===== config.mk =====
export PLATFORM = sky130hd
export DESIGN_NAME = spwmsr_regulator
export DESIGN_NICKNAME = d
export VERILOG_FILES = /design/src/sv/spwmsr_pkg.sv /design/src/sv/spwmsr_regulator.sv
export SDC_FILE = /design/constraint.sdc
export NUM_CORES = 1
export LEC_CHECK = 0
export ABC_AREA = 1
export ABC_CLOCK_PERIOD_IN_PS = 40500
export BUFFER_PORTS_ARGS = -buffer_cell sky130_fd_sc_hd__buf_2
export CAP_MARGIN = 5
export CELL_PAD_IN_SITES_DETAIL_PLACEMENT = 0
export CELL_PAD_IN_SITES_GLOBAL_PLACEMENT = 1
export CORE_MARGIN = 3
export CORE_UTILIZATION = 30
export CTS_CLUSTER_SIZE = 12
export DETAILED_ROUTE_END_ITERATION = 6
export PLACE_DENSITY = 0.61
export SETUP_SLACK_MARGIN = 0.1
export SLEW_MARGIN = 20
export SYNTH_ARGS = -nofsm -noshare
export SYNTH_HDL_FRONTEND = slang
export SYNTH_SLANG_ARGS = --single-unit

===== constraint.sdc =====
create_clock -name clk -period 40.5 [get_ports clk]
set_input_delay 6.075 -clock clk [delete_from_list [all_inputs] [get_ports clk]]
set_output_delay 6.075 -clock clk [all_outputs]
set_load 0.02 [all_outputs]

===== src/sv/spwmsr_pkg.sv =====
// ----------------------------------------------------------------------------
// SPWM generator package
// Types, constants, sine half-wave table, sine entry and regulator step functions.
// ----------------------------------------------------------------------------
package spwmsr_pkg;

	localparam int HALF_WAVE_LEN = 225;

	localparam logic [9:0] HALF_WAVE [HALF_WAVE_LEN] = '{
		10'd6, 10'd17, 10'd28, 10'd39, 10'd50, 10'd61, 10'd72, 10'd83, 10'd94, 10'd106,
		10'd117, 10'd128, 10'd139, 10'd150, 10'd160, 10'd171, 10'd182, 10'd193, 10'd204,
		10'd215, 10'd225, 10'd236, 10'd247, 10'd257, 10'd268, 10'd278, 10'd289, 10'd299,
		10'd309, 10'd319, 10'd330, 10'd340, 10'd350, 10'd360, 10'd370, 10'd380, 10'd389,
		10'd399, 10'd409, 10'd418, 10'd428, 10'd437, 10'd446, 10'd455, 10'd465, 10'd474,
		10'd482, 10'd491, 10'd500, 10'd509, 10'd517, 10'd526, 10'd534, 10'd542, 10'd550,
		10'd558, 10'd566, 10'd574, 10'd582, 10'd589, 10'd597, 10'd604, 10'd611, 10'd618,
		10'd625, 10'd632, 10'd639, 10'd646, 10'd652, 10'd658, 10'd665, 10'd671, 10'd677,
		10'd683, 10'd688, 10'd694, 10'd699, 10'd705, 10'd710, 10'd715, 10'd720, 10'd724,
		10'd729, 10'd733, 10'd738, 10'd742, 10'd746, 10'd750, 10'd754, 10'd757, 10'd761,
		10'd764, 10'd767, 10'd770, 10'd773, 10'd776, 10'd778, 10'd781, 10'd783, 10'd785,
		10'd787, 10'd789, 10'd790, 10'd792, 10'd793, 10'd794, 10'd795, 10'd796, 10'd797,
		10'd797, 10'd798, 10'd798, 10'd798, 10'd798, 10'd798, 10'd797, 10'd797, 10'd796,
		10'd795, 10'd794, 10'd793, 10'd792, 10'd790, 10'd789, 10'd787, 10'd785, 10'd783,
		10'd781, 10'd778, 10'd776, 10'd773, 10'd770, 10'd767, 10'd764, 10'd761, 10'd757,
		10'd754, 10'd750, 10'd746, 10'd742, 10'd738, 10'd733, 10'd729, 10'd724, 10'd720,
		10'd715, 10'd710, 10'd705, 10'd699, 10'd694, 10'd688, 10'd683, 10'd677, 10'd671,
		10'd665, 10'd658, 10'd652, 10'd646, 10'd639, 10'd632, 10'd625, 10'd618, 10'd611,
		10'd604, 10'd597, 10'd589, 10'd582, 10'd574, 10'd566, 10'd558, 10'd550, 10'd542,
		10'd534, 10'd526, 10'd517, 10'd509, 10'd500, 10'd491, 10'd482, 10'd474, 10'd465,
		10'd455, 10'd446, 10'd437, 10'd428, 10'd418, 10'd409, 10'd399, 10'd389, 10'd380,
		10'd370, 10'd360, 10'd350, 10'd340, 10'd330, 10'd319, 10'd309, 10'd299, 10'd289,
		10'd278, 10'd268, 10'd257, 10'd247, 10'd236, 10'd225, 10'd215, 10'd204, 10'd193,
		10'd182, 10'd171, 10'd160, 10'd150, 10'd139, 10'd128, 10'd117, 10'd106, 10'd94,
		10'd83, 10'd72, 10'd61, 10'd50, 10'd39, 10'd28, 10'd17, 10'd6
	};

	// modulation index, units of 0.0001
	localparam int M_FULL  = 10000;
	localparam int M_FLOOR = 10;
	localparam int M_RESET = 6250;

	// boost duty limits
	localparam int DUTY_MIN    = 2;
	localparam int DUTY_MARGIN = 5;

	// voltage regulator
	localparam logic signed [13:0] V_DEAD    = 14'sd2;
	localparam logic signed [13:0] V_LIM     = 14'sd20;
	localparam logic signed [5:0]  V_STEP_LO = 6'sd1;
	localparam logic signed [5:0]  V_STEP_HI = 6'sd3;

	// current regulator
	localparam logic signed [13:0] I_DEAD    = 14'sd10;
	localparam logic signed [13:0] I_LIM     = 14'sd50;
	localparam logic signed [5:0]  I_STEP_LO = 6'sd3;
	localparam logic signed [5:0]  I_STEP_HI = 6'sd15;

	// divide by M_FULL: exact reciprocal for a 24-bit magnitude
	localparam int SCALE_MAG_W   = 24;
	localparam int SCALE_SHIFT   = 38;
	localparam int SCALE_RECIP_W = 25;
	localparam logic [SCALE_RECIP_W-1:0] SCALE_RECIP =
		SCALE_RECIP_W'(((64'd1 << SCALE_SHIFT) + 64'(M_FULL) - 64'd1) / 64'(M_FULL));

	typedef enum logic [1:0] {
		REG_VOLTAGE_REF   = 2'd0,
		REG_CURRENT_REF   = 2'd1,
		REG_CARRIER_COUNT = 2'd2
	} cfg_reg_t;

	typedef struct packed {
		logic [13:0] modulation;
		logic [10:0] boost_compare;
		logic        updated;
	} reg_ctl_t;

	function automatic logic signed [5:0] step_toward(
		input logic signed [13:0] err,
		input logic signed [13:0] dead,
		input logic signed [13:0] lim,
		input logic signed [5:0]  step_lo,
		input logic signed [5:0]  step_hi
	);
		logic signed [5:0] res;
		res = '0;
		if (err > dead && err <= lim) begin
			res = -step_lo;
		end else if (err < -dead && err >= -lim) begin
			res = step_lo;
		end else if (err > lim) begin
			res = -step_hi;
		end else if (err < -lim) begin
			res = step_hi;
		end
		return res;
	endfunction

	// positive half, negated half, zero beyond
	function automatic logic signed [10:0] sine_entry(input logic [12:0] idx);
		logic [12:0] off;
		logic [10:0] mag;
		logic signed [10:0] res;
		off = idx - 13'(HALF_WAVE_LEN);
		mag = '0;
		res = '0;
		if (idx < 13'(HALF_WAVE_LEN)) begin
			mag = {1'b0, HALF_WAVE[idx[7:0]]};
			res = $signed(mag);
		end else if (idx < 13'(2 * HALF_WAVE_LEN)) begin
			mag = {1'b0, HALF_WAVE[off[7:0]]};
			res = -$signed(mag);
		end
		return res;
	endfunction

endpackage


===== src/sv/spwmsr_regulator.sv =====
// ----------------------------------------------------------------------------
// SPWM regulators
// Window totals, averaging and the two step regulators for modulation index
// and boost duty. Presents the values that apply to the word being taken.
// ----------------------------------------------------------------------------
module spwmsr_regulator #(
	parameter int AVERAGE_WINDOW = 50,
	parameter int PWM_PERIOD     = 1600
) (
	input  logic                  clk,
	input  logic                  arst_n,
	input  logic                  accept,
	input  logic [11:0]           voltage_sample,
	input  logic [11:0]           current_sample,
	input  logic [11:0]           voltage_reference,
	input  logic [11:0]           current_reference,
	output spwmsr_pkg::reg_ctl_t  ctl
);

	localparam int LW    = $clog2(AVERAGE_WINDOW);
	localparam int TW    = LW + 12;
	localparam int CNW   = (LW > 0) ? LW : 1;
	localparam int SHIFT = TW + LW;
	localparam int RW    = TW + 1;
	localparam int PRW   = TW + RW;
	localparam longint unsigned RECIP_L =
		((64'd1 << SHIFT) + 64'(AVERAGE_WINDOW) - 64'd1) / 64'(AVERAGE_WINDOW);
	localparam logic [RW-1:0] RECIP = RW'(RECIP_L);
	localparam int DW  = $clog2(PWM_PERIOD);
	localparam int DSW = DW + 2;

	logic [TW-1:0]  vt_q, ct_q;
	logic [CNW-1:0] cnt_q;
	logic [13:0]    m_q;
	logic [DW-1:0]  duty_q;
	logic [10:0]    bc_q;

	logic [TW-1:0]         vsum, csum;
	logic [PRW-1:0]        vprod, cprod;
	logic [11:0]           vavg, cavg;
	logic signed [13:0]    verr, cerr;
	logic signed [5:0]     vstep, cstep;
	logic signed [15:0]    msum;
	logic signed [DSW-1:0] dsum;
	logic [13:0]           m_new;
	logic [DW-1:0]         duty_new;
	logic [10:0]           bc_new;
	logic                  close;

	always_comb begin
		vsum  = vt_q + TW'(voltage_sample);
		csum  = ct_q + TW'(current_sample);
		close = (cnt_q == CNW'(AVERAGE_WINDOW - 1));

		// average by reciprocal multiply, exact over the total's range
		vprod = PRW'(vsum) * PRW'(RECIP);
		cprod = PRW'(csum) * PRW'(RECIP);
		vavg  = vprod[SHIFT+11:SHIFT];
		cavg  = cprod[SHIFT+11:SHIFT];

		verr  = $signed({2'b00, vavg}) - $signed({2'b00, voltage_reference});
		cerr  = $signed({2'b00, cavg}) - $signed({2'b00, current_reference});
		vstep = spwmsr_pkg::step_toward(verr, spwmsr_pkg::V_DEAD, spwmsr_pkg::V_LIM,
			spwmsr_pkg::V_STEP_LO, spwmsr_pkg::V_STEP_HI);
		cstep = spwmsr_pkg::step_toward(cerr, spwmsr_pkg::I_DEAD, spwmsr_pkg::I_LIM,
			spwmsr_pkg::I_STEP_LO, spwmsr_pkg::I_STEP_HI);

		msum = $signed({2'b00, m_q}) + 16'(vstep);
		if (msum > $signed(16'(spwmsr_pkg::M_FULL))) begin
			m_new = 14'(spwmsr_pkg::M_FULL);
		end else if (msum <= $signed(16'(0))) begin
			m_new = 14'(spwmsr_pkg::M_FLOOR);
		end else begin
			m_new = msum[13:0];
		end

		// positive current error lowers the duty
		dsum = $signed({2'b00, duty_q}) + DSW'(cstep);
		if (dsum < $signed(DSW'(spwmsr_pkg::DUTY_MIN))) begin
			duty_new = DW'(spwmsr_pkg::DUTY_MIN);
		end else if (dsum > $signed(DSW'(PWM_PERIOD - spwmsr_pkg::DUTY_MARGIN))) begin
			duty_new = DW'(PWM_PERIOD - spwmsr_pkg::DUTY_MARGIN);
		end else begin
			duty_new = dsum[DW-1:0];
		end
		bc_new = 11'(PWM_PERIOD - 32'(duty_new));

		ctl.updated       = close;
		ctl.modulation    = close ? m_new : m_q;
		ctl.boost_compare = close ? bc_new : bc_q;
	end

	always_ff @(posedge clk or negedge arst_n) begin
		if (!arst_n) begin
			vt_q   <= '0;
			ct_q   <= '0;
			cnt_q  <= '0;
			m_q    <= 14'(spwmsr_pkg::M_RESET);
			duty_q <= DW'(PWM_PERIOD / 2);
			bc_q   <= 11'(PWM_PERIOD - PWM_PERIOD / 2);
		end else if (accept) begin
			if (close) begin
				vt_q   <= '0;
				ct_q   <= '0;
				cnt_q  <= '0;
				m_q    <= m_new;
				duty_q <= duty_new;
				bc_q   <= bc_new;
			end else begin
				vt_q  <= vsum;
				ct_q  <= csum;
				cnt_q <= cnt_q + CNW'(1);
			end
		end
	end

endmodule


# Word level (Yosys, flattened, before mapping)
# Index checks and enable logic that the tools add are counted.
[op_classes] n_reduce_logical=5 magnitude_cmp=16 eq_ne=1 n_mul=2 add_sub_neg=8 mux=17
[ops] op="multiplier 18 x 19 -> 36 bit, second input constant" n=2
[ops] op="2-to-1 mux 14 bit" n=3
[ops] op="2-to-1 mux 6 bit" n=7
[ops] op="adder 18 x 12 -> 18 bit" n=2
[ops] op="2-to-1 mux 18 bit" n=2
[ops] op="2-to-1 mux 11 bit" n=3
[ops] op="subtractor 12 x 12 -> 13 bit" n=2
[ops] op="adder 15 x 6 -> 16 bit" n=1
[ops] op="> comparator 16 x 15 -> 1 bit, second input constant" n=1
[ops] op="<= comparator 16 x 1 -> 1 bit, second input constant" n=1
[ops] op="adder 12 x 6 -> 13 bit" n=1
[ops] op="greater-or-equal comparator 13 x 6 -> 1 bit, second input constant" n=1
[ops] op="greater-or-equal comparator 13 x 7 -> 1 bit, second input constant" n=1
[ops] op="> comparator 13 x 12 -> 1 bit, second input constant" n=1
[ops] op="> comparator 13 x 3 -> 1 bit, second input constant" n=1
[ops] op="> comparator 13 x 5 -> 1 bit, second input constant" n=1
[ops] op="> comparator 13 x 6 -> 1 bit, second input constant" n=1
[ops] op="> comparator 13 x 7 -> 1 bit, second input constant" n=1
[ops] op="<= comparator 13 x 6 -> 1 bit, second input constant" n=1
[ops] op="<= comparator 13 x 7 -> 1 bit, second input constant" n=1
[ops] op="less-than comparator 13 x 2 -> 1 bit, second input constant" n=1
[ops] op="less-than comparator 13 x 3 -> 1 bit, second input constant" n=1
[ops] op="less-than comparator 13 x 5 -> 1 bit, second input constant" n=1
[ops] op="less-than comparator 13 x 6 -> 1 bit, second input constant" n=1
[ops] op="other kinds (8)" n=11
[word_totals] reg_bits=78 in_bits=51 elab_cells=55

# Depth between registers and ports, before layout
[depth] word_depth=14 ltp_mapped=78 depth_no_buf=78

# Worst setup path before layout
# Ideal clock, no wire load.
[synth_path] path_type="in2out" startpoint="input current_sample[0]" endpoint="output ctl[7] in the netlist's numbering" stages=59 required_ns=34.425 setup_slack_ns=17.176 arrival_time_ns=17.249 n_path_buf=0 path_cell_list="ha_1 fa_1 nand3_1 nand3_1 nand4_1 nand2_1 a21oi_1 o21bai_1 a21oi_1 o21ai_1 nand2_1 nor2_1 xor2_1 inv_1 fa_1 inv_1 fa_1 fa_1 [23 not listed] fa_1 a21oi_1 o21ai_2 nand2_1 nand2_2 a21boi_1 xor2_1 nor2_1 nand3_4 nand2_8 inv_6 nand2_1 nor2_1 ha_1 nand2_2 nor2_8 nand3_1 a31oi_1"
[synth_lines] item="start, declared" line_no="spwmsr_regulator.sv:14" source="input logic [11:0] current_sample,"
[synth_lines] item="end, declared" line_no="spwmsr_regulator.sv:17" source="output spwmsr_pkg::reg_ctl_t ctl"

==> flow_metrics.tcl <==
set metrics [dict create \
    io_buffers 76 \
    tightest_slew_ns 0.989 \
    end_kind "output pin" \
    synth-seq-cells 78 \
    cp_max_fo 10 \
    gr-total-overflow 0 \
    worst_ep_arrival_time_ns 19.58 \
    viasPerCell 4.62 \
    critical_path_class "in -> out" \
    yosysSeqAreaShare_pct 9.93 \
    setup_slack_ns 14.84 \
    synth_top_area_share_pct 24.1 \
    design.core.area_um2 64900 \
    cpPeakStageDelay_ns 0.91 \
    routedWlPerCell_um 15.3 \
    cpMostUsedCell "nand2_1" \
    drt_iter0_drc 785 \
    synth-main-ff-cell "dfrtp_1" \
    hold_viol_final 0 \
    cts_hold_buf 0 \
    postCtsSetupBuffers 0 \
    syn_to_final_growth_pct 8.63 \
    die_h_um 263 \
    route.vias.total 15718 \
    track_usage_pct 15.4 \
    period_minus_slack_ns 25.66 \
    ctsHtreeMaxLevel 3 \
    async_flop_share_pct 100 \
    finClkSkew_ns 0.0149 \
    fill_cells 6939 \
    syn_area_um2 19800 \
    multi_input_area_um2 15400 \
    antenna_found_initial 6 \
    yosysMostFrequentCell "inv_1" \
    fin_setup_tns_ns 0 \
    required_ns 34.42 \
    dp_slack_ns 15.02 \
    syn_nets 3131 \
    critical_path.startpoint "current_sample[0]" \
    crit_path_end "ctl[7]" \
    drt-total-wl_um 52000 \
    placementRows 93 \
    regArea_um2 1970 \
    synthTopCellsByArea "fa_1, ha_1, inv_1" \
    avgSynthCellArea_um2 8.04 \
    synth_commonest_cells "inv_1, nand2_1, ha_1, fa_1, o21ai_0" \
    cts_root_buf "clkbuf_16" \
    path_clk_slew_ns 0.06 \
    cts_sinks 78 \
    hold_path.class "reg -> reg" \
    syn_inst 2465 \
    rsz0062_at_grt "no" \
    synth_edf_count 0 \
    grt_max_degree 50 \
    fin_crit_sh_pct 63.4 \
    cts_buffers 9 \
    clock.fmax_mhz 39.0 \
    startpoint_type "input port" \
    reg2regPathDepth 61 \
    diodes 0 \
    drc_errors 0 \
    ios 77 \
    clk_path_buf_depth 2 \
    synth_cell_types 61 \
    min_path_cells 2 \
    tritoncts "yes" \
    postRouteAntennaNets 0 \
    synth_top_cell_by_area "fa_1" \
    finalSetupViolCount 0 \
    drive_gt1_share_pct 7.58 \
    gp_congestion 0.870 \
    grt_first_pass_wirelength_um 86900 \
    cpMaxStageDelayCell "a2111oi_0" \
    grt_pass1_vias 16656 \
    r2r_slack_ns 26.83 \
    slew_viol_final 0 \
    drt_pre_antenna_iters 5 \
    cap_viol_max_count 0 \
    post_cts_resized 0 \
    clkLatencyLatePin_ns 0.37 \
    reg2reg_to "bc_q[4]" \
    fp.dieArea_um2 69200 \
    final_nets 3207 \
    slew_headroom_pct 32.4 \
    die_w_um 263 \
    hpwl_um 46100 \
    initial_core_util_pct 30.5 \
    run_status "finished clean" \
    regToRegStartpoint "ct_q[0]" \
    synth_warnings 0 \
]
## through the flow
stage               cells  util [%]  hold slack (ns)  instance area, um^2
finish               3401      33.2            0.469                21500
global route         3401      33.2            0.484                21500
CTS                  3401      33.2            0.472                21500
detailed placement   3385      32.7            0.460                21300
global placement     3385      32.7            0.460                21300
floorplan            2465         -            0.448                19800
## flip-flops by register name (all words and copies together), names as in the netlist
name / cells
bc_q: 11
ct_q: 18
vt_q: 18
m_q: 14
cnt_q: 6
duty_q: 11
## how the worst min path moves through the flow
stage / start / endpoint
finish: bc_q[9] / bc_q[9]
global route: bc_q[5] / bc_q[5]
CTS: bc_q[8] / bc_q[8]
detailed placement: bc_q[8] / bc_q[8]
global placement: bc_q[9] / bc_q[9]
floorplan: bc_q[5] / bc_q[5]
## worst max-delay path, delay by kind of cell
| kind | cells | cell delay (ns) |
|---|---|---|
| AO/OA/AOI/OAI | 17 | 3.98 |
| AND/OR/NAND/NOR | 23 | 2.87 |
| XOR/XNOR | 3 | 1.04 |
| adder cells (fa/ha/maj) | 12 | 4.91 |
| buffers and inverters | 8 | 0.69 |
## kinds of logic (layout without fill, tap and decap cells)
group | count (synthesis) | count (layout) | share of synthesized area, %
and+or+nand+nor | 731 | 731 | 17.0
buffers and inverters | 642 | 723 | 12.3
adders and majority gates | 615 | 615 | 47.9
AOI/OAI and AO/OA | 312 | 312 | 9.00
xor gates and xnor gates | 87 | 87 | 3.94
DFF | 78 | 78 | 9.93
## layer usage
| metal | routed length (um) | vias to the layer above | global-route usage (%) |
|---|---|---|---|
| li1 | - | 7917 | - |
| met1 | 25200 | 7513 | 21.4 |
| met2 | 24300 | 234 | 25.9 |
| met3 | 1750 | 50 | 1.88 |
| met4 | 705 | 4 | 2.77 |
| met5 | 26 | - | 0 |
## layout by cell type (no fill, tap or decap), types with 6 or more instances in the layout
cell / n
nor4_1: 6
xor2_1: 69
o21ai_1: 6
a21oi_2: 7
a21oi_1: 104
dfrtp_1: 66
inv_2: 9
or2_2: 8
buf_2: 75
clkbuf_16: 9
nand4_1: 27
buf_4: 10
nor2_1: 88
dfstp_2: 12
inv_1: 609
xnor2_1: 17
nand3b_1: 13
o21ai_0: 112
nor2_2: 7
o22ai_1: 13
nand2_2: 18
a21o_1: 13
nand2_4: 9
nand2_1: 410
nor3_1: 22
fa_1: 239
ha_1: 376
o21bai_1: 8
nand3_1: 101
a31oi_1: 12
## area by class of cell
class / instances / share of cell area, %
multi-input cells: 1745 / 71.6
inverters: 622 / 10.9
flip-flops and latches: 78 / 9.14
well taps: 855 / 4.97
repair buffers: 85 / 2.09
clock buffers: 11 / 1.13
clock inverters: 5 / 0.157
Power is not shown: default switching activity piles up to over one toggle a cycle in this logic, so the estimate is an artifact.
