[config.mk]
export PLATFORM = sky130hd
export DESIGN_NAME = spwmsr_scale
export DESIGN_NICKNAME = d
export VERILOG_FILES = /design/src/sv/spwmsr_pkg.sv /design/src/sv/spwmsr_scale.sv
export SDC_FILE = /design/constraint.sdc
export NUM_CORES = 1
export LEC_CHECK = 0
export BUFFER_PORTS_ARGS = -buffer_cell sky130_fd_sc_hd__clkbuf_2
export CAP_MARGIN = 0
export CORE_MARGIN = 1
export CORE_UTILIZATION = 40
export DETAILED_ROUTE_END_ITERATION = 16
export GPL_TIMING_DRIVEN = 1
export PLACE_DENSITY_LB_ADDON = 0.15
export SLEW_MARGIN = 20
export SYNTH_ARGS = -nofsm -noshare
export SYNTH_HDL_FRONTEND = slang
export SYNTH_SLANG_ARGS = --single-unit
[constraint.sdc]
create_clock -name clk -period 12.11 [get_ports clk]
set_input_delay 0.6055 -clock clk [delete_from_list [all_inputs] [get_ports clk]]
set_output_delay 0.6055 -clock clk [all_outputs]
set_load 0.05 [all_outputs]
[src/sv/spwmsr_pkg.sv]
// ----------------------------------------------------------------------------
// SPWM generator package
// Types, constants, sine half-wave table, sine entry and regulator step functions.
// ----------------------------------------------------------------------------
package spwmsr_pkg;

	localparam int HALF_WAVE_LEN = 225;

	localparam logic [9:0] HALF_WAVE [HALF_WAVE_LEN] = '{
		10'd6, 10'd17, 10'd28, 10'd39, 10'd50, 10'd61, 10'd72, 10'd83, 10'd94, 10'd106,
		10'd117, 10'd128, 10'd139, 10'd150, 10'd160, 10'd171, 10'd182, 10'd193, 10'd204,
		10'd215, 10'd225, 10'd236, 10'd247, 10'd257, 10'd268, 10'd278, 10'd289, 10'd299,
		10'd309, 10'd319, 10'd330, 10'd340, 10'd350, 10'd360, 10'd370, 10'd380, 10'd389,
		10'd399, 10'd409, 10'd418, 10'd428, 10'd437, 10'd446, 10'd455, 10'd465, 10'd474,
		10'd482, 10'd491, 10'd500, 10'd509, 10'd517, 10'd526, 10'd534, 10'd542, 10'd550,
		10'd558, 10'd566, 10'd574, 10'd582, 10'd589, 10'd597, 10'd604, 10'd611, 10'd618,
		10'd625, 10'd632, 10'd639, 10'd646, 10'd652, 10'd658, 10'd665, 10'd671, 10'd677,
		10'd683, 10'd688, 10'd694, 10'd699, 10'd705, 10'd710, 10'd715, 10'd720, 10'd724,
		10'd729, 10'd733, 10'd738, 10'd742, 10'd746, 10'd750, 10'd754, 10'd757, 10'd761,
		10'd764, 10'd767, 10'd770, 10'd773, 10'd776, 10'd778, 10'd781, 10'd783, 10'd785,
		10'd787, 10'd789, 10'd790, 10'd792, 10'd793, 10'd794, 10'd795, 10'd796, 10'd797,
		10'd797, 10'd798, 10'd798, 10'd798, 10'd798, 10'd798, 10'd797, 10'd797, 10'd796,
		10'd795, 10'd794, 10'd793, 10'd792, 10'd790, 10'd789, 10'd787, 10'd785, 10'd783,
		10'd781, 10'd778, 10'd776, 10'd773, 10'd770, 10'd767, 10'd764, 10'd761, 10'd757,
		10'd754, 10'd750, 10'd746, 10'd742, 10'd738, 10'd733, 10'd729, 10'd724, 10'd720,
		10'd715, 10'd710, 10'd705, 10'd699, 10'd694, 10'd688, 10'd683, 10'd677, 10'd671,
		10'd665, 10'd658, 10'd652, 10'd646, 10'd639, 10'd632, 10'd625, 10'd618, 10'd611,
		10'd604, 10'd597, 10'd589, 10'd582, 10'd574, 10'd566, 10'd558, 10'd550, 10'd542,
		10'd534, 10'd526, 10'd517, 10'd509, 10'd500, 10'd491, 10'd482, 10'd474, 10'd465,
		10'd455, 10'd446, 10'd437, 10'd428, 10'd418, 10'd409, 10'd399, 10'd389, 10'd380,
		10'd370, 10'd360, 10'd350, 10'd340, 10'd330, 10'd319, 10'd309, 10'd299, 10'd289,
		10'd278, 10'd268, 10'd257, 10'd247, 10'd236, 10'd225, 10'd215, 10'd204, 10'd193,
		10'd182, 10'd171, 10'd160, 10'd150, 10'd139, 10'd128, 10'd117, 10'd106, 10'd94,
		10'd83, 10'd72, 10'd61, 10'd50, 10'd39, 10'd28, 10'd17, 10'd6
	};

	// modulation index, units of 0.0001
	localparam int M_FULL  = 10000;
	localparam int M_FLOOR = 10;
	localparam int M_RESET = 6250;

	// boost duty limits
	localparam int DUTY_MIN    = 2;
	localparam int DUTY_MARGIN = 5;

	// voltage regulator
	localparam logic signed [13:0] V_DEAD    = 14'sd2;
	localparam logic signed [13:0] V_LIM     = 14'sd20;
	localparam logic signed [5:0]  V_STEP_LO = 6'sd1;
	localparam logic signed [5:0]  V_STEP_HI = 6'sd3;

	// current regulator
	localparam logic signed [13:0] I_DEAD    = 14'sd10;
	localparam logic signed [13:0] I_LIM     = 14'sd50;
	localparam logic signed [5:0]  I_STEP_LO = 6'sd3;
	localparam logic signed [5:0]  I_STEP_HI = 6'sd15;

	// divide by M_FULL: exact reciprocal for a 24-bit magnitude
	localparam int SCALE_MAG_W   = 24;
	localparam int SCALE_SHIFT   = 38;
	localparam int SCALE_RECIP_W = 25;
	localparam logic [SCALE_RECIP_W-1:0] SCALE_RECIP =
		SCALE_RECIP_W'(((64'd1 << SCALE_SHIFT) + 64'(M_FULL) - 64'd1) / 64'(M_FULL));

	typedef enum logic [1:0] {
		REG_VOLTAGE_REF   = 2'd0,
		REG_CURRENT_REF   = 2'd1,
		REG_CARRIER_COUNT = 2'd2
	} cfg_reg_t;

	typedef struct packed {
		logic [13:0] modulation;
		logic [10:0] boost_compare;
		logic        updated;
	} reg_ctl_t;

	function automatic logic signed [5:0] step_toward(
		input logic signed [13:0] err,
		input logic signed [13:0] dead,
		input logic signed [13:0] lim,
		input logic signed [5:0]  step_lo,
		input logic signed [5:0]  step_hi
	);
		logic signed [5:0] res;
		res = '0;
		if (err > dead && err <= lim) begin
			res = -step_lo;
		end else if (err < -dead && err >= -lim) begin
			res = step_lo;
		end else if (err > lim) begin
			res = -step_hi;
		end else if (err < -lim) begin
			res = step_hi;
		end
		return res;
	endfunction

	// positive half, negated half, zero beyond
	function automatic logic signed [10:0] sine_entry(input logic [12:0] idx);
		logic [12:0] off;
		logic [10:0] mag;
		logic signed [10:0] res;
		off = idx - 13'(HALF_WAVE_LEN);
		mag = '0;
		res = '0;
		if (idx < 13'(HALF_WAVE_LEN)) begin
			mag = {1'b0, HALF_WAVE[idx[7:0]]};
			res = $signed(mag);
		end else if (idx < 13'(2 * HALF_WAVE_LEN)) begin
			mag = {1'b0, HALF_WAVE[off[7:0]]};
			res = -$signed(mag);
		end
		return res;
	endfunction

endpackage

[src/sv/spwmsr_scale.sv]
// ----------------------------------------------------------------------------
// SPWM compare scaling
// Three-stage pipeline: capture, index times table entry, divide by full
// scale and offset by half period. Each stage stalls only when full.
// ----------------------------------------------------------------------------
module spwmsr_scale #(
	parameter int PWM_PERIOD = 1600
) (
	input  logic                  clk,
	input  logic                  arst_n,
	input  logic                  in_valid,
	output logic                  in_ready,
	input  logic signed [10:0]    entry,
	input  spwmsr_pkg::reg_ctl_t  ctl,
	output logic                  out_valid,
	input  logic                  out_ready,
	output logic [10:0]           spwm_compare,
	output spwmsr_pkg::reg_ctl_t  out_ctl
);

	localparam int PRODW = 26;
	localparam int QW    = spwmsr_pkg::SCALE_MAG_W + spwmsr_pkg::SCALE_RECIP_W;

	logic v1_s1, v2_s2, v3_s3;
	logic rdy1, rdy2, rdy3;

	logic signed [10:0]   entry_s1;
	spwmsr_pkg::reg_ctl_t ctl_s1, ctl_s2, ctl_s3;
	logic signed [PRODW-1:0] prod_s2;
	logic [10:0]          spwm_s3;

	logic signed [14:0]      mod_sx;
	logic signed [PRODW-1:0] prod_d;
	logic                    neg;
	logic signed [PRODW-1:0] mag_full;
	logic [spwmsr_pkg::SCALE_MAG_W-1:0] mag;
	logic [QW-1:0]           qprod;
	logic [10:0]             quot;
	logic [10:0]             half;
	logic [10:0]             spwm_d;

	assign rdy3     = !v3_s3 || out_ready;
	assign rdy2     = !v2_s2 || rdy3;
	assign rdy1     = !v1_s1 || rdy2;
	assign in_ready = rdy1;

	always_comb begin
		mod_sx = $signed({1'b0, ctl_s1.modulation});
		prod_d = PRODW'(mod_sx) * PRODW'(entry_s1);
	end

	// truncation toward zero: divide the magnitude, then restore the sign
	always_comb begin
		neg      = prod_s2[PRODW-1];
		mag_full = neg ? -prod_s2 : prod_s2;
		mag      = mag_full[spwmsr_pkg::SCALE_MAG_W-1:0];
		qprod    = QW'(mag) * QW'(spwmsr_pkg::SCALE_RECIP);
		quot     = qprod[QW-1:spwmsr_pkg::SCALE_SHIFT];
		half     = 11'(PWM_PERIOD / 2);
		spwm_d   = neg ? (half - quot) : (half + quot);
	end

	always_ff @(posedge clk or negedge arst_n) begin
		if (!arst_n) begin
			v1_s1 <= 1'b0;
			v2_s2 <= 1'b0;
			v3_s3 <= 1'b0;
		end else begin
			if (rdy1) begin
				v1_s1 <= in_valid;
			end
			if (rdy2) begin
				v2_s2 <= v1_s1;
			end
			if (rdy3) begin
				v3_s3 <= v2_s2;
			end
		end
	end

	always_ff @(posedge clk) begin
		if (rdy1 && in_valid) begin
			entry_s1 <= entry;
			ctl_s1   <= ctl;
		end
		if (rdy2 && v1_s1) begin
			prod_s2 <= prod_d;
			ctl_s2  <= ctl_s1;
		end
		if (rdy3 && v2_s2) begin
			spwm_s3 <= spwm_d;
			ctl_s3  <= ctl_s2;
		end
	end

	assign out_valid    = v3_s3;
	assign spwm_compare = spwm_s3;
	assign out_ctl      = ctl_s3;

endmodule

# After elaboration in Yosys (flattened, before gate mapping)
# Index checks and enable logic that the tools add are counted.
[word_totals] reg_bits=129 in_bits=41 word_cells=31 output_inout_bits=39
[classes] mux=2 addsub=3 n_reduce_logical=9 n_mul=2
[ops] cell="24-bit by 25-bit multiplier with 49-bit output, second input constant" count=1
[ops] cell="15-bit by 11-bit multiplier with 26-bit output" count=1
[ops] cell="24-bit two-way mux" count=1
[ops] cell="24-bit negator" count=1
[ops] cell="10-bit by 11-bit adder with 11-bit output, first input constant" count=1
[ops] cell="11-bit two-way mux" count=1
[ops] cell="10-bit by 11-bit subtractor with 11-bit output, first input constant" count=1
[ops] cell="1-bit logical AND" count=3
[ops] cell="1-bit logical NOT" count=3
[ops] cell="1-bit logical OR" count=3

# Logic depth before layout (Yosys ltp)
# Gate-level depths: netlist of the first run.
[depth] ltp_word=5 ltp_mapped=37 depth_no_buf=37

# Worst setup path before layout of the first run
# OpenSTA, ideal clock, no wires.
[synth_timing] path_type="reg-to-reg" from="register prod_s2[9]" to="register spwm_s3[6], in the netlist spwm_compare[6], data pin" setup_slack_ps=2902 n_path_buf=0 arrival_time_ps=8948 required_ps=11850 setup_time_ps=260 period_less_slack_ps=9208 stages_incl_launch_ff=37 path_cell_list="edfxtp_1 -> or4_4 -> nor4_4 -> or4b_4 -> or2_1 -> nand2_1 -> xor2_1 -> ha_1 -> inv_1 -> ha_1 -> or2_2 -> fa_1 -> inv_1 -> fa_1 -> inv_1 -> fa_1 -> inv_1 -> fa_1 -> inv_1 -> fa_1 -> inv_1 -> fa_1 -> inv_1 -> ha_1 -> nand3_1 -> nor2_1 -> o2111ai_1 -> or2_2 -> a2111o_1 -> nand2_1 -> xnor2_1 -> ha_1 -> o21ai_0 -> a211oi_1 -> nor2_1 -> xnor2_1 -> mux2_2"
[synth_via] elab_chain_len=5 elab_cells_between_ends=6 classes_between="3 x add/sub; 1 x mul; 2 x mux"
[synth_lines] item="start, declared" line_no="spwmsr_scale.sv:29" rtl="logic signed [PRODW-1:0] prod_s2;"
[synth_lines] item="start signal, assigned" line_no="spwmsr_scale.sv:87" rtl="prod_s2 <= prod_d;"
[synth_lines] item="24-bit negator" line_no="spwmsr_scale.sv:55" rtl="mag_full = neg ? -prod_s2 : prod_s2;"
[synth_lines] item="24-bit two-way mux (*)" line_no="spwmsr_scale.sv:55"
[synth_lines] item="24-bit by 25-bit multiplier with 49-bit output (*)" line_no="spwmsr_scale.sv:57" rtl="qprod = QW'(mag) * QW'(spwmsr_pkg::SCALE_RECIP);"
[synth_lines] item="10-bit by 11-bit adder with 11-bit output or 10-bit by 11-bit subtractor with 11-bit output (tied branches)" line_no="spwmsr_scale.sv:60" rtl="spwm_d = neg ? (half - quot) : (half + quot);"
[synth_lines] item="11-bit two-way mux (*)" line_no="spwmsr_scale.sv:60"
[synth_lines] item="net spwm_d[6]" line_no="spwmsr_scale.sv:40" rtl="logic [10:0] spwm_d;"
[synth_lines] item="end signal, assigned" line_no="spwmsr_scale.sv:91" rtl="spwm_s3 <= spwm_d;"
[synth_lines] item="end, declared" line_no="spwmsr_scale.sv:30" rtl="logic [10:0] spwm_s3;"
# The timed path passes the listed nets; every way through them passes the cells marked *.
# A chain may end at the register's enable or synchronous reset.

# Worst setup path after layout of the first run
# Same ends and word-level chain as after synthesis.

==> results of run 1 <==
worst reg2reg max path, delay by kind of cell, from the launching register on:
kind | cells | cell delay, ps
multiplexers | 1 | 280
flip-flops | 1 | 440
buffers and inverters | 7 | 430
AO/OA/AOI/OAI | 4 | 1060
XOR/XNOR | 3 | 720
adder cells (fa/ha/maj) | 10 | 3930
AND/OR/NAND/NOR | 11 | 2830
per-layer routing:
layer,wire length (um),part of all wire [%]
met1,23800,47
met2,24300,48
met3,1490,3.0
met4,597,1.2
met5,0,0
synthesized netlist by cell type, drive strengths merged (8+ instances only):
cell type / n
o31ai: 8
xor2: 14
xnor2: 46
clkbuf: 31
edfxtp: 125
inv: 550
ha: 327
nand3: 17
and2: 73
nor2: 39
nand2: 117
o21ai: 45
a211oi: 11
nor3: 11
a21o: 9
nand2b: 25
a21oi: 41
fa: 351
metrics by stage:
| step | worst slack, ps | hold WS, ps | area (um^2) | cells | util (%) |
|---|---|---|---|---|---|
| after floorplan | 2900 | 310 | 20600 | 1955 | - |
| after global placement | 2280 | 400 | 21700 | 2678 | 43.0 |
| after detailed placement | 2130 | 405 | 21700 | 2678 | 43.0 |
| after CTS | 2120 | 302 | 22300 | 2711 | 44.2 |
| after global routing | 1570 | 309 | 22300 | 2711 | 44.2 |
| final | 2170 | 331 | 22300 | 2711 | 44.2 |
worst max-delay path by stage:
stage	startpoint	to	cells after the start
2_1_floorplan	prod_s2[9]$_DFFE_PP_	spwm_compare[6]$_DFFE_PP_	36
3_5_place_dp	prod_s2[9]$_DFFE_PP_	spwm_compare[6]$_DFFE_PP_	36
5_1_grt	prod_s2[0]$_DFFE_PP_	spwm_compare[6]$_DFFE_PP_	32
6_report	prod_s2[9]$_DFFE_PP_	spwm_compare[6]$_DFFE_PP_	36
3_3_place_gp	prod_s2[0]$_DFFE_PP_	spwm_compare[6]$_DFFE_PP_	35
4_1_cts	prod_s2[9]$_DFFE_PP_	spwm_compare[6]$_DFFE_PP_	36
registers in the layout (all words and copies together), names as in the netlist:
register	cells
prod_s2	25
ctl_s1	26
spwm_compare	11
v1_s1	1
v2_s2	1
ctl_s2	26
out_ctl	26
out_valid	1
entry_s1	11
layout make-up:
class | count | area (um^2)
Fill cell | 4903 | 28200
Inverter | 550 | 2060
Multi-Input combinational cell | 1243 | 14600
Clock buffer | 18 | 439
Timing Repair Buffer | 86 | 450
Clock inverter | 14 | 133
Sequential cell | 128 | 3830
Tap cell | 672 | 841
layout by cell type, fill, tap and decap left out, types with 6 or more instances in the layout:
master,instances
nand2_1,117
xnor2_1,44
and3_1,6
nor2b_1,7
ha_1,327
nand3_1,16
and2_1,70
o21a_1,7
nor3_1,11
fa_1,351
buf_4,6
clkbuf_2,79
inv_1,550
nor2_1,39
a211oi_1,11
a21oi_1,41
clkbuf_16,17
o41ai_1,6
o21ai_0,42
edfxtp_1,125
o31ai_1,8
a21o_1,9
nand2b_1,25
xor2_1,14
cells by family after synthesis:
logic type / after synthesis
AO/OA/AOI/OAI: 179
adder cells (fa/ha/maj): 678
AND/OR/NAND/NOR: 320
buffers and inverters: 584
multiplexers: 6
flip-flops: 128
XOR/XNOR: 60
==> impl_metrics.toml, run 1 <==
[status]
status = "complete, no violations"

[floorplan]
pin_count = 80
coreArea_mm2 = 0.0505
initial_utilization_pct = 40.7
die_h_um = 229
dieArea_mm2 = 0.0523
rows = 82
dieWidth_um = 229

[clock_network]
cts_buffers = 17
clock_sinks = 128
cts_tree = "built"
htree_levels = 4
cts-resized-gates = 0
cts_buffer_depth = 2
clockRootBuffer = "clkbuf_16"
clk_latency_ps = 440
cts_setup_buffers = 0
cts.hold.buffers_added = 1
clk_pin_slew_ps = 70

[synth]
synth_mux_area_share_pct = 0.304
seq_area_frac_synth_pct = 18.6
synth-seq-cells = 128
synth_compound_area_share_pct = 5.83
synthAdderAreaFrac_pct = 54.1
syn-cell-area_mm2 = 0.0206
synth_top_family_by_area = "adder cells"
netlist_instances = 1955
synth_top_area_share_pct = 34.2
synth_xor_area_share_pct = 2.59
synthArstFlopShare_pct = 2.34
synth_enable_flop_cells = 125
yosys.area.top_type = "fa_1"
avgSynthCellArea_um2 = 10.5
synthDistinctLibCells = 68
yosys-top-cells-area = "fa_1 (34%), ha_1 (20%), edfxtp_1 (18%)"
ys.flop_type = "edfxtp_1"
yosys_warnings = 0
yosys.area_share.simple_pct = 7.91
synth.net_count = 2674

[setup_path]
worstSetupStartpointType = "register"
r2r_slack_ps = 2170
r2r_cells = 36
critPathMaxFanout = 5
r2r_end = "spwm_compare[6]$_DFFE_PP_"
crit_type = "register to register"
cp_top_family = "adder cells"
crit_top_cell = "inv_1"
path_buf_inv = 7
rr_startpoint = "prod_s2[9]$_DFFE_PP_"
crit_path_end_kind = "register"
arrival_ps = 10140
cpPeakStageDelay_ps = 600
crit_path_top_delay_cell = "or4_4"
critPathRequiredTime_ps = 12310

[sta]
tns_ps = 0
finalCriticalPeriod_ps = 9940
worst_slew_pin_slew_ps = 1050
slew_viol_final = 0
final_hold_viol_count = 0
skew_ps = 12.5
period_share_pct = 82.1
clock.fmax_mhz = 101
setup_viol = 0
slew_headroom_pct = 29.9
rsz0062_at_grt = "no"

[global_routing]
use_met2_pct = 34.4
antenna_found_initial = 0
grt_start_max_net_pins = 52
grt_pass1_vias = 14300
grtUsageMet1_pct = 28.0
track_usage_pct = 20.2
grt_pass1_wl_mm = 80.5
overflow = 0
busiest_layer = "met2"
use_met3_pct = 2.35

[placement]
globalplace.congestion = 0.953
io_buffers = 79
hpwlAfterDp_mm = 44.0

[min_path]
hold_path.class = "input port to register"
timing.hold.worst.start = "entry[9]"
holdPathStages = 1
min_to = "entry_s1[9]$_DFFE_PP_"

[drt]
first_iter_violations = 569
avgViaCountPerCell = 4.83
wire_per_inst_um = 18.5
ant_nets = 0
via_count = 13100
wirelength_mm = 50.2
drc = 0
dr.pass1.iters = 5

[finish]
diodes = 0
synthToLayoutAreaGrowth_pct = 8.50
fin_nets = 2745
drive_gt1_share_pct = 6.82

[run]
drv_cap = 0
Power of run 1 is left out: the tool's default activity adds up to more than one toggle a clock period on the data nets, which glitch-free logic cannot reach.
==> inputs of run 2 (changes only) <==
ABC_AREA = 1   (was unset)
clock period = 8.5 ns   (was 12.11 ns; I/O delays follow)
==> run 2 against run 1 <==
Synthesized cell count up 27%. Maximum frequency grew 26%. Worst setup slack lost 1600 ps. First-iteration DRC count increased by 26%. Non-clock buffer count grew 24. Worst hold slack worse by 190 ps. Via count increased by 19%.
==> impl_metrics.toml, run 2 <==
[status]
status = "complete, no violations"

[synth]
yosysMostFrequentCell = "inv_1"
synthArstFlopShare_pct = 2.34
synth-seq-cells = 128
synthAdderAreaFrac_pct = 50.2
synth_top_area_share_pct = 31.7
netlist_instances = 2482
synth_enable_flop_cells = 125
avgSynthCellArea_um2 = 8.92
syn-cell-area_mm2 = 0.0221
synth_xor_area_share_pct = 2.21
yosys.area.top_type = "fa_1"
synth_top_family_by_area = "adder cells"
yosys_warnings = 0
yosys-top-cells-count = "inv_1 (754), nand2_1 (469), fa_1 (351)"
yosys.area_share.simple_pct = 13.9
yosys-top-cells-area = "fa_1 (32%), ha_1 (18%), edfxtp_1 (17%)"
synth.net_count = 3201
synth_compound_area_share_pct = 2.91
synth_mux_area_share_pct = 0
ys.flop_type = "edfxtp_1"
synthDistinctLibCells = 44
seq_area_frac_synth_pct = 17.3

[drt]
wire_per_inst_um = 17.6
first_iter_violations = 715
ant_nets = 0
drc = 0
avgViaCountPerCell = 4.71
wirelength_mm = 57.9
dr.pass1.iters = 5
via_count = 15500

[floorplan]
dieArea_mm2 = 0.0563
coreArea_mm2 = 0.0542
initial_utilization_pct = 40.8
dieWidth_um = 237
pin_count = 80
die_h_um = 237
rows = 85

[placement]
io_buffers = 79
placed_area_mm2 = 0.0235
globalplace.congestion = 0.927
hpwlAfterDp_mm = 51.9

[setup_path]
r2r_cells = 45
arrival_ps = 8110
crit_path_top_delay_cell = "fa_1"
critPathRequiredTime_ps = 8710
cpPeakStageDelay_ps = 540
r2r_slack_ps = 600
critPathMaxFanout = 4
crit_path_end_kind = "register"
crit_type = "register to register"
worstSetupStartpointType = "register"

[clock_network]
clk_latency_ps = 450
clockRootBuffer = "clkbuf_16"
htree_levels = 4
cts_tree = "built"
cts_buffer_depth = 2
clk_pin_slew_ps = 70
cts_buffers = 17
clock_sinks = 128

[sta]
skew_ps = 12.0
clock.fmax_mhz = 127
final_hold_viol_count = 0
setup_viol = 0
rsz0062_at_grt = "no"
slew_headroom_pct = 47.7
period_share_pct = 93.0
slew_viol_final = 0
worst_slew_pin_slew_ps = 780
tns_ps = 0
whs_ps = 145
finalCriticalPeriod_ps = 7900

[finish]
drive_gt1_share_pct = 8.94
fin_util_pct = 44.6
final_cell_mix = "inv_1 (752), nand2_1 (467), fa_1 (351)"
fin_nets = 3301
final_common_cell = "inv_1"
final_area_mm2 = 0.0242
diodes = 0
synthToLayoutAreaGrowth_pct = 9.20

[global_routing]
track_usage_pct = 21.9
antenna_found_initial = 0
overflow = 0
grt_start_max_net_pins = 52
grt_pass1_wl_mm = 92.7
grt_pass1_vias = 17100

[run]
drv_cap = 0

[min_path]
holdPathStages = 1
hold_path.class = "input port to register"
## run 2: cell count changes in the layout (fill, tap and decap cells not counted), moves of 21 or more
cell,delta
buf_4,+24
and2_1,-68
xor2_1,+21
nand2_1,+350
nand3_1,+29
nor2_1,+53
nand2b_1,-25
nand2_2,+26
inv_1,+202
xnor2_1,-28
## run 2: repair_timing
item,CTS,global route
setup buffers,0,3
hold buffers,1,0
hold endpoints to repair,3,0
gates resized for setup,0,12
endpoints found under the setup margin,0,6
## run 2: path summary, 6_finish.rpt
path	startpoint	endpoint
worst max-delay path	prod_s2[0]$_DFFE_PP_	spwm_compare[10]$_DFFE_PP_
worst min-delay path	ctl[11]	ctl_s1[11]$_DFFE_PP_
worst max register to register	prod_s2[0]$_DFFE_PP_	spwm_compare[10]$_DFFE_PP_
worst min register to register	ctl_s2[13]$_DFFE_PP_	out_ctl[13]$_DFFE_PP_
max in group asynchronous	arst_n	v1_s1$_DFFE_PN0N_
min in group asynchronous	arst_n	out_valid$_DFFE_PN0P_
## run 2: worst max-delay path: cells and delay by family (launching register included)
| family | cells | cell delay, ps |
|---|---|---|
| AOI/OAI and AO/OA | 1 | 90 |
| xor gates and xnor gates | 1 | 180 |
| adders and majority gates | 11 | 4060 |
| buffers and inverters | 10 | 590 |
| DFF | 1 | 400 |
| and+or+nand+nor | 22 | 2320 |
## run 2: routing by layer
layer,GRT usage (%),wire (um)
met1,27.9,25900
met4,8.23,2140
met5,0,0
met2,37.8,28000
met3,2.83,1770
## run 2: cell families (layout without fill, tap and decap cells)
| logic type | after synthesis | after routing |
|---|---|---|
| buffers and inverters | 792 | 905 |
| AND/OR/NAND/NOR | 715 | 715 |
| adder cells (fa/ha/maj) | 678 | 678 |
| flip-flops | 128 | 128 |
| AO/OA/AOI/OAI | 114 | 114 |
| XOR/XNOR | 55 | 55 |
## run 2: metrics by stage
step | setup slack [ps] | instances
after floorplan | 881 | 2482
after global placement | 428 | 3255
after detailed placement | 357 | 3255
after CTS | 345 | 3288
after global routing | 21.3 | 3291
final | 595 | 3291
## run 2: layout make-up
cell class / count / area, um^2
Fill cell: 5375 / 30100
Sequential cell: 128 / 3830
Inverter: 763 / 2860
Clock buffer: 17 / 425
Clock inverter: 15 / 174
Timing Repair Buffer: 110 / 631
Multi-Input combinational cell: 1562 / 15400
Tap cell: 696 / 871
Power of run 2 is left out for the same reason.
